$ cat config.mk
export PLATFORM = sky130hd
export DESIGN_NAME = onewire_rom_search
export DESIGN_NICKNAME = d
export VERILOG_FILES = /design/src/design/ows_pkg.sv /design/src/design/ows_core.sv /design/src/design/onewire_rom_search.sv
export VERILOG_INCLUDE_DIRS = /design/src /design/src/design
export SDC_FILE = /design/constraint.sdc
export NUM_CORES = 1
export LEC_CHECK = 0
export BUFFER_PORTS_ARGS = -buffer_cell sky130_fd_sc_hd__buf_2
export CAP_MARGIN = 40
export CORE_MARGIN = 2
export CORE_UTILIZATION = 54
export DETAILED_ROUTE_END_ITERATION = 6
export HOLD_SLACK_MARGIN = 0.06
export PLACE_DENSITY = 0.86
export SLEW_MARGIN = 10
export SYNTH_ARGS = -nofsm -noshare
export SYNTH_HDL_FRONTEND = slang
export SYNTH_SLANG_ARGS = --single-unit
$ cat constraint.sdc
create_clock -name clk -period 11.95 [get_ports clk]
set_clock_uncertainty 0.05 [all_clocks]
set_input_delay 0 -clock clk [delete_from_list [all_inputs] [get_ports clk]]
set_output_delay 0 -clock clk [all_outputs]
set_load 0.005 [all_outputs]
$ cat src/design/onewire_rom_search_macros.svh
// Assertion macros shared by the search-ROM engine modules.
`ifndef ONEWIRE_ROM_SEARCH_MACROS_SVH
`define ONEWIRE_ROM_SEARCH_MACROS_SVH

// Same-cycle implication, checked outside reset.
`define OWS_ASSERT_NOW(lbl, ante, cons, msg) \
  lbl: assert property (@(posedge clk) disable iff (!rst_n) (ante) |-> (cons)) \
    else $error(msg);

// Next-cycle implication, checked outside reset.
`define OWS_ASSERT_NEXT(lbl, ante, cons, msg) \
  lbl: assert property (@(posedge clk) disable iff (!rst_n) (ante) |=> (cons)) \
    else $error(msg);

`endif

$ cat src/design/ows_pkg.sv
// Types and constants of the search-ROM decision engine.
package ows_pkg;

  localparam int unsigned RomW      = 64;
  localparam int unsigned PosW      = 7;
  localparam int unsigned FamDiscW  = 4;
  localparam int unsigned CountW    = 16;
  localparam int unsigned FamilyBits = 8;

  localparam logic [PosW-1:0] FamilyLimit = 7'd9;
  localparam logic [PosW-1:0] EndPosition = 7'd65;
  localparam logic [PosW-1:0] FirstPosition = 7'd1;

  typedef enum logic [1:0] {
    OP_CLEAR = 2'd0,
    OP_START = 2'd1,
    OP_BITS  = 2'd2
  } op_t;

  typedef enum logic [2:0] {
    ST_ACK      = 3'd0,
    ST_CONTINUE = 3'd1,
    ST_FOUND    = 3'd2,
    ST_FAILED   = 3'd3,
    ST_IGNORED  = 3'd4
  } status_t;

  typedef struct packed {
    logic [1:0] op;
    logic       presence;
    logic       id_bit;
    logic       comp_bit;
  } item_t;

  typedef struct packed {
    logic [15:0]         device_count;
    logic [FamDiscW-1:0] family_discrepancy;
    logic                last_device;
    logic [RomW-1:0]     rom_address;
    logic                write_bit;
    logic                write_valid;
    status_t             status;
  } result_t;

endpackage

$ cat src/design/ows_core.sv
// Search state registers and the per-request decision logic.
`include "onewire_rom_search_macros.svh"

module ows_core
  import ows_pkg::*;
(
  input  logic    clk,
  input  logic    rst_n,
  input  logic    step_en,
  input  item_t   item,
  output result_t res
);

  logic [RomW-1:0]     rom_r, rom_nxt;
  logic [PosW-1:0]     last_disc_r, last_disc_nxt;
  logic [FamDiscW-1:0] fam_disc_r, fam_disc_nxt;
  logic                no_more_r, no_more_nxt;
  logic [PosW-1:0]     bit_pos_r, bit_pos_nxt;
  logic [PosW-1:0]     last_zero_r, last_zero_nxt;
  logic                active_r, active_nxt;
  logic [CountW-1:0]   count_r, count_nxt;

  logic [5:0]      idx;
  logic            dir;
  logic [PosW-1:0] lz_new;
  logic [PosW-1:0] pos_inc;
  logic [RomW-1:0] rom_upd;
  status_t         status;
  logic            wvalid;
  logic            wbit;

  always_comb begin
    rom_nxt       = rom_r;
    last_disc_nxt = last_disc_r;
    fam_disc_nxt  = fam_disc_r;
    no_more_nxt   = no_more_r;
    bit_pos_nxt   = bit_pos_r;
    last_zero_nxt = last_zero_r;
    active_nxt    = active_r;
    count_nxt     = count_r;
    status        = ST_IGNORED;
    wvalid        = 1'b0;
    wbit          = 1'b0;

    idx     = bit_pos_r[5:0] - 6'd1;
    pos_inc = bit_pos_r + 7'd1;
    lz_new  = last_zero_r;

    // Direction: a clean bit follows the bus, a discrepancy follows the
    // previous path below the last discrepancy, turns to one at it and takes zero above it.
    if (item.id_bit != item.comp_bit) begin
      dir = item.id_bit;
    end else if (bit_pos_r < last_disc_r) begin
      dir = rom_r[idx];
    end else begin
      dir = (bit_pos_r == last_disc_r);
    end
    if (item.id_bit == item.comp_bit && !dir) begin
      lz_new = bit_pos_r;
    end
    rom_upd      = rom_r;
    rom_upd[idx] = dir;

    case (item.op)
      OP_CLEAR: begin
        rom_nxt       = '0;
        last_disc_nxt = '0;
        fam_disc_nxt  = '0;
        no_more_nxt   = 1'b0;
        bit_pos_nxt   = FirstPosition;
        last_zero_nxt = '0;
        active_nxt    = 1'b0;
        count_nxt     = '0;
        status        = ST_ACK;
      end
      OP_START: begin
        active_nxt = 1'b0;
        if (no_more_r || !item.presence) begin
          last_disc_nxt = '0;
          no_more_nxt   = 1'b0;
          fam_disc_nxt  = '0;
          status        = ST_FAILED;
        end else begin
          active_nxt    = 1'b1;
          bit_pos_nxt   = FirstPosition;
          last_zero_nxt = '0;
          status        = ST_ACK;
        end
      end
      OP_BITS: begin
        if (active_r) begin
          if (item.id_bit && item.comp_bit) begin
            active_nxt    = 1'b0;
            last_disc_nxt = '0;
            no_more_nxt   = 1'b0;
            fam_disc_nxt  = '0;
            status        = ST_FAILED;
          end else begin
            last_zero_nxt = lz_new;
            if (item.id_bit == item.comp_bit && !dir && bit_pos_r < FamilyLimit) begin
              fam_disc_nxt = bit_pos_r[FamDiscW-1:0];
            end
            rom_nxt     = rom_upd;
            wvalid      = 1'b1;
            wbit        = dir;
            bit_pos_nxt = pos_inc;
            status      = ST_CONTINUE;
            if (pos_inc >= EndPosition) begin
              active_nxt    = 1'b0;
              last_disc_nxt = lz_new;
              if (lz_new == '0) begin
                no_more_nxt = 1'b1;
              end
              if (rom_upd[FamilyBits-1:0] == '0) begin
                last_disc_nxt = '0;
                no_more_nxt   = 1'b0;
                fam_disc_nxt  = '0;
                status        = ST_FAILED;
              end else begin
                count_nxt = count_r + 16'd1;
                status    = ST_FOUND;
              end
            end
          end
        end
      end
      default: begin
        status = ST_IGNORED;
      end
    endcase
  end

  always_ff @(posedge clk) begin
    if (!rst_n) begin
      rom_r       <= '0;
      last_disc_r <= '0;
      fam_disc_r  <= '0;
      no_more_r   <= 1'b0;
      bit_pos_r   <= FirstPosition;
      last_zero_r <= '0;
      active_r    <= 1'b0;
      count_r     <= '0;
    end else if (step_en) begin
      rom_r       <= rom_nxt;
      last_disc_r <= last_disc_nxt;
      fam_disc_r  <= fam_disc_nxt;
      no_more_r   <= no_more_nxt;
      bit_pos_r   <= bit_pos_nxt;
      last_zero_r <= last_zero_nxt;
      active_r    <= active_nxt;
      count_r     <= count_nxt;
    end
  end

  assign res.status             = status;
  assign res.write_valid        = wvalid;
  assign res.write_bit          = wbit;
  assign res.rom_address        = rom_nxt;
  assign res.last_device        = no_more_nxt;
  assign res.family_discrepancy = fam_disc_nxt;
  assign res.device_count       = count_nxt;

  `OWS_ASSERT_NOW(a_pos_in_pass, active_r, (bit_pos_r >= FirstPosition) && (bit_pos_r < EndPosition), "bit position left the pass range")
  `OWS_ASSERT_NEXT(a_found_counts, step_en && status == ST_FOUND, count_r == $past(count_r) + 16'd1, "device count did not advance on a find")
  `OWS_ASSERT_NOW(a_fail_clears, step_en && status == ST_FAILED, !active_nxt && last_disc_nxt == '0, "failed request left a pass or discrepancy")

endmodule

$ cat src/design/onewire_rom_search.sv
// Search-ROM decision engine for a 1-Wire bus master: one request per cycle while the
// output is not stalled, each answered by exactly one result. A request moves into an
// input register, is decided by the search state logic once the output side can advance,
// and lands in an output register, from which its result is presented; requests stream
// at one per cycle as long as results are taken or the output is empty.
// The output register frees the input side as long as the result is taken or the
// output is empty; a stalled output holds the input register and then the input.
// in_tuser carries the operation (clear, start pass, bit pair); out_tuser the status.
`include "onewire_rom_search_macros.svh"

module onewire_rom_search
  import ows_pkg::*;
(
  input  logic        clk,
  input  logic        rst_n,
  input  logic        in_tvalid,
  output logic        in_tready,
  input  logic [7:0]  in_tdata,   // [0] presence, [1] id_bit, [2] comp_bit, rest zero
  input  logic [1:0]  in_tuser,   // [1:0] operation
  output logic        out_tvalid,
  input  logic        out_tready,
  output logic [87:0] out_tdata,  // [0] write_valid, [1] write_bit, [65:2] rom_address,
                                  // [66] last_device, [70:67] family_discrepancy,
                                  // [86:71] device_count, [87] zero
  output logic [2:0]  out_tuser   // [2:0] status
);

  logic    in_v_r;
  item_t   in_item_r;
  logic    out_v_r;
  result_t out_res_r;
  result_t res;
  logic    advance;
  logic    step_en;

  assign advance   = !out_v_r || out_tready;
  assign in_tready = !in_v_r || advance;
  assign step_en   = in_v_r && advance;

  always_ff @(posedge clk) begin
    if (!rst_n) begin
      in_v_r <= 1'b0;
    end else if (in_tready) begin
      in_v_r <= in_tvalid;
    end
  end

  always_ff @(posedge clk) begin
    if (in_tready && in_tvalid) begin
      in_item_r.op       <= in_tuser;
      in_item_r.presence <= in_tdata[0];
      in_item_r.id_bit   <= in_tdata[1];
      in_item_r.comp_bit <= in_tdata[2];
    end
  end

  ows_core u_core (
    .clk     (clk),
    .rst_n   (rst_n),
    .step_en (step_en),
    .item    (in_item_r),
    .res     (res)
  );

  always_ff @(posedge clk) begin
    if (!rst_n) begin
      out_v_r <= 1'b0;
    end else if (step_en) begin
      out_v_r <= 1'b1;
    end else if (out_tready) begin
      out_v_r <= 1'b0;
    end
  end

  always_ff @(posedge clk) begin
    if (step_en) begin
      out_res_r <= res;
    end
  end

  assign out_tvalid = out_v_r;
  assign out_tuser  = out_res_r.status;
  assign out_tdata  = {1'b0, out_res_r.device_count, out_res_r.family_discrepancy,
                       out_res_r.last_device, out_res_r.rom_address,
                       out_res_r.write_bit, out_res_r.write_valid};

  `OWS_ASSERT_NOW(a_found_family, out_v_r && out_res_r.status == ST_FOUND, out_res_r.write_valid && out_res_r.rom_address[FamilyBits-1:0] != '0, "find reported with zero family code")
  `OWS_ASSERT_NOW(a_bit_needs_write, out_v_r && out_res_r.write_bit, out_res_r.write_valid, "direction bit set without a write")
  `OWS_ASSERT_NOW(a_no_write_on_ack, out_v_r && (out_res_r.status == ST_ACK || out_res_r.status == ST_IGNORED), !out_res_r.write_valid, "write flagged on a request that takes no bit")

endmodule
# ---- Yosys cells after proc, flatten, opt, wreduce, memory -nomap -nowiden
# Cells that the tools add are included.
dict set report totals {
  ff_bits 204
  out_inout_bits 93
  input_bits 14
}
dict set report classes {
  muxes 58
  bitwise_logic 2
  n_addsub 3
  n_eq_ne 10
  n_lt_le_gt_ge 5
  n_reduce_logical 23
}
# operator count
set ops {}
lappend ops {{$mux W64} 2}
lappend ops {{$pmux W64 S2} 1}
lappend ops {{$mux W7} 12}
lappend ops {{$bwmux W64} 1}
lappend ops {{$mux W16} 4}
lappend ops {{$pmux W7 S3} 3}
lappend ops {{$pmux W16 S2} 1}
lappend ops {{$mux W4} 6}
lappend ops {{$mux W1} 18}
lappend ops {{$add A16 B1 Y16 const B} 1}
lappend ops {{$pmux W4 S3} 1}
lappend ops {{$reduce_and A5 Y1} 2}
lappend ops {{$mux W3} 3}
lappend ops {{$pmux W3 S3} 1}
lappend ops {{$logic_not A8 Y1} 1}
lappend ops {{$add A7 B1 Y7 const B} 1}
lappend ops {{$eq A7 B7 Y1} 1}
lappend ops {{$ge A7 B7 Y1 const B} 1}
lappend ops {{$logic_not A7 Y1} 1}
lappend ops {{$lt A6 B7 Y1 const B} 1}
lappend ops {{$lt A7 B4 Y1 const B} 1}
lappend ops {{$lt A7 B7 Y1} 1}
lappend ops {{$bmux W1 S6} 1}
lappend ops {{$demux W1 S6} 1}
lappend ops {{other kinds (20)} 35}

# ---- Depth between registers and ports, before layout
# Gate-level depths: netlist of run 1.
dict set report logic_depth {
  word_depth 15
  depth_mapped 16
}

# ---- By module
# Synthesis of run 1 repeated with hierarchy kept, for this count alone.
dict set report unflattened {
  hier_cells 1279
  hier_area_um2 11129.4
}
# mod area_per_inst_um2 seq_area_each_um2 cells_per_inst n_inst
set by_module_without_submodules {}
lappend by_module_without_submodules {ows_core 8161.6 2142.1 1173 1}
lappend by_module_without_submodules {onewire_rom_search 2967.8 2892.8 106 1}

# ---- Least setup slack after synthesis of run 1
# Ideal clock, no wire load.
dict set report synth_path {
  path_kind {reg-to-reg}
  from {reg out_v_r (netlist: out_tvalid)}
  to {reg u_core.no_more_r}
  arrival_ps 4197
  setup_ps 116
  t_required_ps 11784
  path_stages_with_launch 9
  setup_slack_ps 7587
  path_buffers 3
  cell_sequence {dfxtp_1 nor2b_1 nand2b_1 clkbuf_1 clkbuf_1 inv_1 clkbuf_1 a31oi_1 o21a_1}
}
dict set report synth_via {
  elab_chain_len 3
}
# element line_no
set synth_rtl {}
lappend synth_rtl {{start: declaration} onewire_rom_search.sv:30} ;# logic out_v_r;
lappend synth_rtl {{start signal: assignment} onewire_rom_search.sv:67} ;# out_v_r <= 1'b0;
lappend synth_rtl {{start signal: assignment} onewire_rom_search.sv:69} ;# out_v_r <= 1'b1;
lappend synth_rtl {{start signal: assignment} onewire_rom_search.sv:71} ;# out_v_r <= 1'b0;
lappend synth_rtl {{$logic_not A1 Y1} onewire_rom_search.sv:36} ;# assign advance = !out_v_r || out_tready;
lappend synth_rtl {{$logic_or A1 B1 Y1} onewire_rom_search.sv:36}
lappend synth_rtl {{$logic_and A1 B1 Y1} onewire_rom_search.sv:38} ;# assign step_en = in_v_r && advance;
lappend synth_rtl {{net step_en} onewire_rom_search.sv:34} ;# logic step_en;
lappend synth_rtl {{end signal: assignment} ows_core.sv:147} ;# no_more_r <= no_more_nxt;
lappend synth_rtl {{end: declaration} ows_core.sv:17} ;# logic no_more_r, no_more_nxt;
# The timed path passes the listed nets, and every way through them passes these cells.
# A chain may end at the register's enable or synchronous reset.

==> metrics.csv, run 1 <==
stage,metric,value,unit
yosys,"Top FF cell, synth",dfxtp_1,
die,Initial Utilization,55.5,%
cts,worst skew pair latency,510,ps
timing,slew at the pin closest to its max-slew limit,1060,ps
yosys,Mapped Avg Cell Area,9.41,um2
timing,Fin. Hold Viols,0,
yosys,Post-Syn Instances,1113,
yosys,Post-synth EDFFs,95,
yosys,Synth async-reset ratio,0,%
yosys,ranking of synthesized cells by area,"edfxtp_1 (27%), dfxtp_1 (21%), o21ai_0 (5.8%)",
critical_path,"Arr. time, crit path",5860,ps
outcome,failing checks,design-rule violations,
die,Die ar.,20500,um2
timing,Setup TNS Final,0,ps
timing,Final period util,47.3,%
cts,CTS Buffer Depth,3,
global_routing,total gr overflow,0,
yosys,"area leader, netlist",edfxtp_1,
die,num ports,107,
timing,final count of negative-setup-slack endpoints,0,
die,floorplan row count,50,
cells_and_area,antenna cells,0,
flow_run,maxcap violations,0,
timing,FMAX,177,MHz
global_routing,initial antenna violation count,0,
critical_path,Setup Crit Path Kind,reg2reg,
route,Final ANT Viol Nets,0,
route,drt drc,21,
placed_design,GP Congestion,0.952,
cells_and_area,fillers,1483,
yosys,YS warnings,0,
critical_path,crit end category,flip-flop,
cts,Clock Sinks,204,
die,Chip Width,143,um
yosys,"Cell Area, Synth",10500,um2
pwr,pwr dens,126,nW/um2
cts,Inserted Clock Buffers,21,
cts,CTS tree,done,
timing,Slew headroom,29.1,%
route,First-pass DRT Iterations,7,
placed_design,Placed Cells,1399,
timing,pins over their slew limit,0,
timing,"Worst Setup Slack, final",6300,ps
cts,htree depth,1,
cts,post-CTS setup buffers,0,
global_routing,largest net degree at the start of global routing,82,
critical_path,CP Data Required Time,12160,ps
cells_and_area,non-filler instance count after layout,1446,
global_routing,overall routing resource usage,26.9,%
yosys,"FF+latch count, synth",204,
die,core area,18900,um2
route,vias,9595,
placed_design,post-placement worst setup slack,6500,ps
pwr,peak supply drop,85.6,uV
critical_path,Startpoint Class,flip-flop,
yosys,Synth cell types,81,
route,Vias/cell,6.64,
cts,"CTS clk-pin slew, worst paths",60,ps
critical_path,CP max FO,22,
timing,"Min Clock Period, post-route",5650,ps
yosys,register area share after synthesis,48.1,%
die,die height,143,um
placed_design,Buffers on Ports,100,
worst_hold_path,Worst Hold Class,in2reg,
yosys,net count after synthesis,1143,
route,Routed wire per std cell,19.7,um
cells_and_area,ratio of cells with drive above 1 in the final layout,16.1,%
cells_and_area,Nets,1203,
outcome,outcome,"complete, but fails checks",
pwr,Pleak,4.08,nW
global_routing,vias in the first global route,8610,
yosys,top cell type's share of synthesized area,27.2,%
global_routing,first-pass GRT wire length,44800,um
route,initial drt markers,1481,
route,Total Routed Length,28500,um
placed_design,Final HPWL DP,18000,um
cts,Root Buffer,clkbuf_16,
timing,RSZ-0062 raised after global routing,false,
cells_and_area,area grow syn2layout,12.9,%
critical path, cell delays in order (launching register included):
cell,delay (ps)
dfxtp_1,820
inv_1,140
ha_1,380
xor2_1,730
buf_4,370
mux4_2,320
mux2_2,310
o2111a_1,230
a41o_1,250
nor4_4,270
buf_4,340
or4_1,690
nor2_2,200
a22o_1,300
metal layers:
metal	GRT usage (%)	routed length (um)	vias to the layer above
met2	42.2	13100	682
met3	5.23	3340	106
met5	0	0	-
met1	37.6	11200	4475
met4	9.39	858	0
li1	-	-	4332
placed cells by master, fill, tap and decap left out, drive strengths merged, types with 5 or more instances in the layout:
| cell type | count |
|---|---|
| a21oi | 80 |
| a22o | 20 |
| a31oi | 15 |
| a32oi | 8 |
| and2 | 6 |
| and3 | 11 |
| buf | 119 |
| clkbuf | 27 |
| clkinv | 7 |
| dfxtp | 109 |
| dlygate4sd3 | 11 |
| edfxtp | 95 |
| ha | 16 |
| inv | 30 |
| mux2i | 14 |
| mux4 | 13 |
| nand2 | 139 |
| nand2b | 10 |
| nand3 | 42 |
| nor2 | 47 |
| nor2b | 5 |
| nor3 | 19 |
| nor4 | 9 |
| o2111ai | 5 |
| o211ai | 19 |
| o21ai | 127 |
| o22ai | 62 |
| o2bb2ai | 9 |
| o31ai | 16 |
| or3 | 10 |
| or4 | 13 |
state kept, by name, indices dropped and copies added (netlist names):
signal,flops
in_item_r,5
in_v_r,1
out_tdata,87
out_tuser,3
out_tvalid,1
u_core.active_r,1
u_core.bit_pos_r,7
u_core.count_r,16
u_core.fam_disc_r,4
u_core.last_disc_r,7
u_core.last_zero_r,7
u_core.no_more_r,1
u_core.rom_r,64
path summary, 6_finish.rpt:
check / start / to / slack, ps / depth (start not counted)
max: u_core.bit_pos_r[1] / out_tdata[22] / 6300 / 13
min: in_tdata[1] / in_item_r[1] / 170 / 2
max reg2reg: u_core.bit_pos_r[1] / out_tdata[22] / 6300 / 13
min reg2reg: u_core.last_disc_r[5] / u_core.last_disc_r[5] / 410 / 1
synth_stat cells, types with 15 or more instances:
cell / instances
dfxtp_1: 109
o31ai_1: 15
buf_2: 15
o211ai_1: 17
o22ai_1: 62
nand2_1: 139
ha_1: 16
nor2_1: 46
inv_1: 29
nand3_1: 42
a31oi_1: 15
nor3_1: 19
clkbuf_1: 64
a21oi_1: 79
a22o_1: 20
edfxtp_1: 95
o21ai_0: 122
power breakdown:
group          leakage [nW]  switching, W  total, W  internal (W)
Sequential             1.79    0.00000628  0.000750      0.000743
Clock                 0.320      0.000268  0.000634      0.000367
Combinational          1.97     0.0000705  0.000103     0.0000329
stage by stage:
step                      hold slack [ps]  area [um2]  util [%]  power [W]
after floorplan                      48.9       10500         -   0.000832
after global placement                129       11000      58.2   0.000858
after detailed placement              129       11100      58.6   0.000862
after CTS                             163       11800      62.6    0.00149
after global routing                  187       11800      62.6    0.00153
final                                 167       11800      62.6    0.00149
timing repair:
item / 4_1_cts / 5_1_grt
hold endpoints to repair: 16 / 0
gates resized for setup: 0 / 0
hold buffers: 11 / 0
final cells by class:
class                      count  area [um2]  area share [%]
sequential                   204        5030            42.6
multi-input combinational    786        4920            41.6
timing repair buffer         130         782            6.61
clock buffer                  27         548            4.63
tap                          260         325            2.75
inverter                      30         115           0.973
clock inverter                 9        97.6           0.825
cell families after synthesis:
family / count (synthesis) / synth area share, %
AND/OR/NAND/NOR: 330 / 15.2
buffers and inverters: 123 / 5.05
XOR/XNOR: 7 / 0.585
other: 1 / 0.0358
flip-flops: 204 / 48.1
adder cells (fa/ha/maj): 16 / 1.91
AO/OA/AOI/OAI: 403 / 24.8
multiplexers: 29 / 4.35
No activity file was read; power rests on OpenSTA's default activity.
==> inputs of run 2 (changes only) <==
--- a/config.mk
+++ b/config.mk
@@ -12,7 +12,7 @@
 export CORE_UTILIZATION = 54
 export DETAILED_ROUTE_END_ITERATION = 6
 export HOLD_SLACK_MARGIN = 0.06
-export PLACE_DENSITY = 0.86
+export PLACE_DENSITY = 0.89
 export SLEW_MARGIN = 10
 export SYNTH_ARGS = -nofsm -noshare
 export SYNTH_HDL_FRONTEND = slang
==> constraint.sdc (replaced) <==
create_clock -name clk -period 5.2 [get_ports clk]
set_clock_uncertainty 0.05 [all_clocks]
set_input_delay 0 -clock clk [delete_from_list [all_inputs] [get_ports clk]]
set_output_delay 0 -clock clk [all_outputs]
set_load 0.005 [all_outputs]
==> run 2 against run 1 <==
Effect of this change: the run still ends with design-rule violations left; cell count up 0.35%; critical path type unchanged; design area increased by 0.33%; worst hold slack gained 2.9 ps; clock power is 130% higher; die area did not move; core utilization rose by 0.21 points; global-route usage grew 0.84 points; largest cell class unchanged; register-to-register slack worse by 5700 ps; non-clock buffer count rose by 6; sequential share of layout area fell by 0.14 points; maximum frequency grew 24%.
==> metrics.csv, run 2 (synthesis results as in run 1) <==
stage,metric,value,unit,change
global_routing,first-pass GRT wire length,45700,um,was 44800 um
cts,CTS tree,done,,unchanged
cts,post-CTS setup buffers,0,,unchanged
timing,RSZ-0062 raised after global routing,false,,unchanged
critical_path,"Arr. time, crit path",4900,ps,was 5860 ps
cts,Hold Buf Count CTS,9,,was 11
route,drt drc,13,,was 21
cells_and_area,"commonest non-fill, non-tap cell in the layout",nand2_1,,unchanged
pwr,Pleak,4.11,nW,was 4.08 nW
route,vias,9832,,was 9595
timing,Slew headroom,38.8,%,was 29.1%
cts,"CTS clk-pin slew, worst paths",70,ps,was 60 ps
cells_and_area,design area,11900,um2,was 11800 um2
die,die height,143,um,unchanged
cts,CTS Buffer Depth,3,,unchanged
global_routing,overall routing resource usage,27.7,%,was 26.9%
cells_and_area,antenna cells,0,,unchanged
route,initial drt markers,1801,,was 1481
timing,Final period util,87.8,%,was 47.3%
die,Chip Width,143,um,unchanged
outcome,failing checks,design-rule violations,,unchanged
critical_path,R2R cell count,13,,unchanged
route,Vias/cell,6.78,,was 6.64
timing,pins over their slew limit,0,,unchanged
cts,htree depth,1,,unchanged
route,Total Routed Length,29400,um,was 28500 um
cts,worst skew pair latency,520,ps,was 510 ps
critical_path,Startpoint Class,flip-flop,,unchanged
critical_path,CP max FO,24,,was 22
cells_and_area,ratio of cells with drive above 1 in the final layout,16.7,%,was 16.1%
global_routing,initial antenna violation count,0,,unchanged
timing,Fin. Hold Viols,0,,unchanged
route,Routed wire per std cell,20.3,um,was 19.7 um
timing,final count of negative-setup-slack endpoints,0,,unchanged
die,Die ar.,20500,um2,unchanged
critical_path,CP Data Required Time,5530,ps,was 12160 ps
cells_and_area,Nets,1208,,was 1203
placed_design,Final HPWL DP,19000,um,was 18000 um
die,core area,18900,um2,unchanged
cts,Root Buffer,clkbuf_16,,unchanged
die,floorplan row count,50,,unchanged
cells_and_area,most frequent cells in the layout,"nand2_1 (139), o21ai_0 (122), dfxtp_1 (109)",,unchanged
global_routing,largest net degree at the start of global routing,65,,was 82
cts,post_cts resized,0,,unchanged
placed_design,Placed Area,11100,um2,about the same
outcome,outcome,"complete, but fails checks",,unchanged
cts,Clock Sinks,204,,unchanged
timing,"Min Clock Period, post-route",4560,ps,was 5650 ps
cells_and_area,area grow syn2layout,13.2,%,was 12.9%
global_routing,vias in the first global route,8937,,was 8610
pwr,peak supply drop,165,uV,was 85.6 uV
timing,slew at the pin closest to its max-slew limit,917,ps,was 1060 ps
die,num ports,107,,unchanged
placed_design,Buffers on Ports,100,,unchanged
route,First-pass DRT Iterations,7,,unchanged
timing,Setup TNS Final,0,ps,unchanged
cells_and_area,max FFs per register,87,,unchanged
global_routing,total gr overflow,0,,unchanged
timing,FMAX,219,MHz,was 177 MHz
cts,Inserted Clock Buffers,20,,was 21
placed_design,GP Congestion,0.965,,was 0.952
critical_path,crit end category,flip-flop,,unchanged
critical_path,Setup Crit Path Kind,reg2reg,,unchanged
worst_hold_path,hold depth,2,,unchanged
worst_hold_path,Worst Hold Class,in2reg,,unchanged
flow_run,maxcap violations,0,,unchanged
die,Initial Utilization,55.5,%,unchanged
pwr,pwr dens,290,nW/um2,was 126 nW/um2
route,Final ANT Viol Nets,0,,unchanged
run 2: layer usage:
layer	vias to the layer above	track usage [%]	wire, um	share of wire [%]
li1	4340	-	-	-
met3	159	5.46	3610	12
met4	0	13.0	1290	4.4
met2	813	44.2	13700	46
met1	4520	36.7	10900	37
met5	-	0	0	0
run 2: final timing paths:
check                                           start                    end  slack (ps)
worst max register to register    u_core.bit_pos_r[0]       u_core.rom_r[15]         640
worst min register to register  u_core.last_disc_r[1]  u_core.last_disc_r[1]         420
worst min-delay path                      in_tdata[2]           in_item_r[0]         170
worst max-delay path              u_core.bit_pos_r[0]       u_core.rom_r[15]         640
run 2: cell type report:
type / instances / area, um2
Clock buffer: 25 / 529
Clock inverter: 10 / 134
Fill cell: 1477 / 7030
Inverter: 30 / 115
Multi-Input combinational cell: 786 / 4920
Sequential cell: 204 / 5030
Tap cell: 260 / 325
Timing Repair Buffer: 136 / 803
run 2: per-stage QoR:
stage	utilization, %	std cells	power (W)	setup WS (ps)	hold slack (ps)
6_report	62.8	1451	0.00344	636	170
4_1_cts	62.8	1450	0.00344	739	151
3_3_place_gp	58.6	1402	0.00197	820	129
5_1_grt	62.8	1451	0.00353	428	164
2_1_floorplan	-	1113	0.00191	837	48.9
3_5_place_dp	58.8	1406	0.00198	783	130
run 2: report_power, final:
group | internal (W) | switching (W) | total (W)
Combinational | 0.0000744 | 0.000165 | 0.000239
Clock | 0.000873 | 0.000610 | 0.00148
Sequential | 0.00171 | 0.0000138 | 0.00172
Total | 0.00266 | 0.000789 | 0.00344
run 2: critical path, cell delays in order, from the launching register on:
cell      delay (ps)
dfxtp_1          330
clkinv_1         320
ha_1             370
buf_4            180
xnor2_1          520
o21ai_1          170
a31o_1           210
a221o_1          350
a41o_1           280
nor4_4           240
buf_4            340
nand4b_1         480
or3_1            430
o22ai_1          140
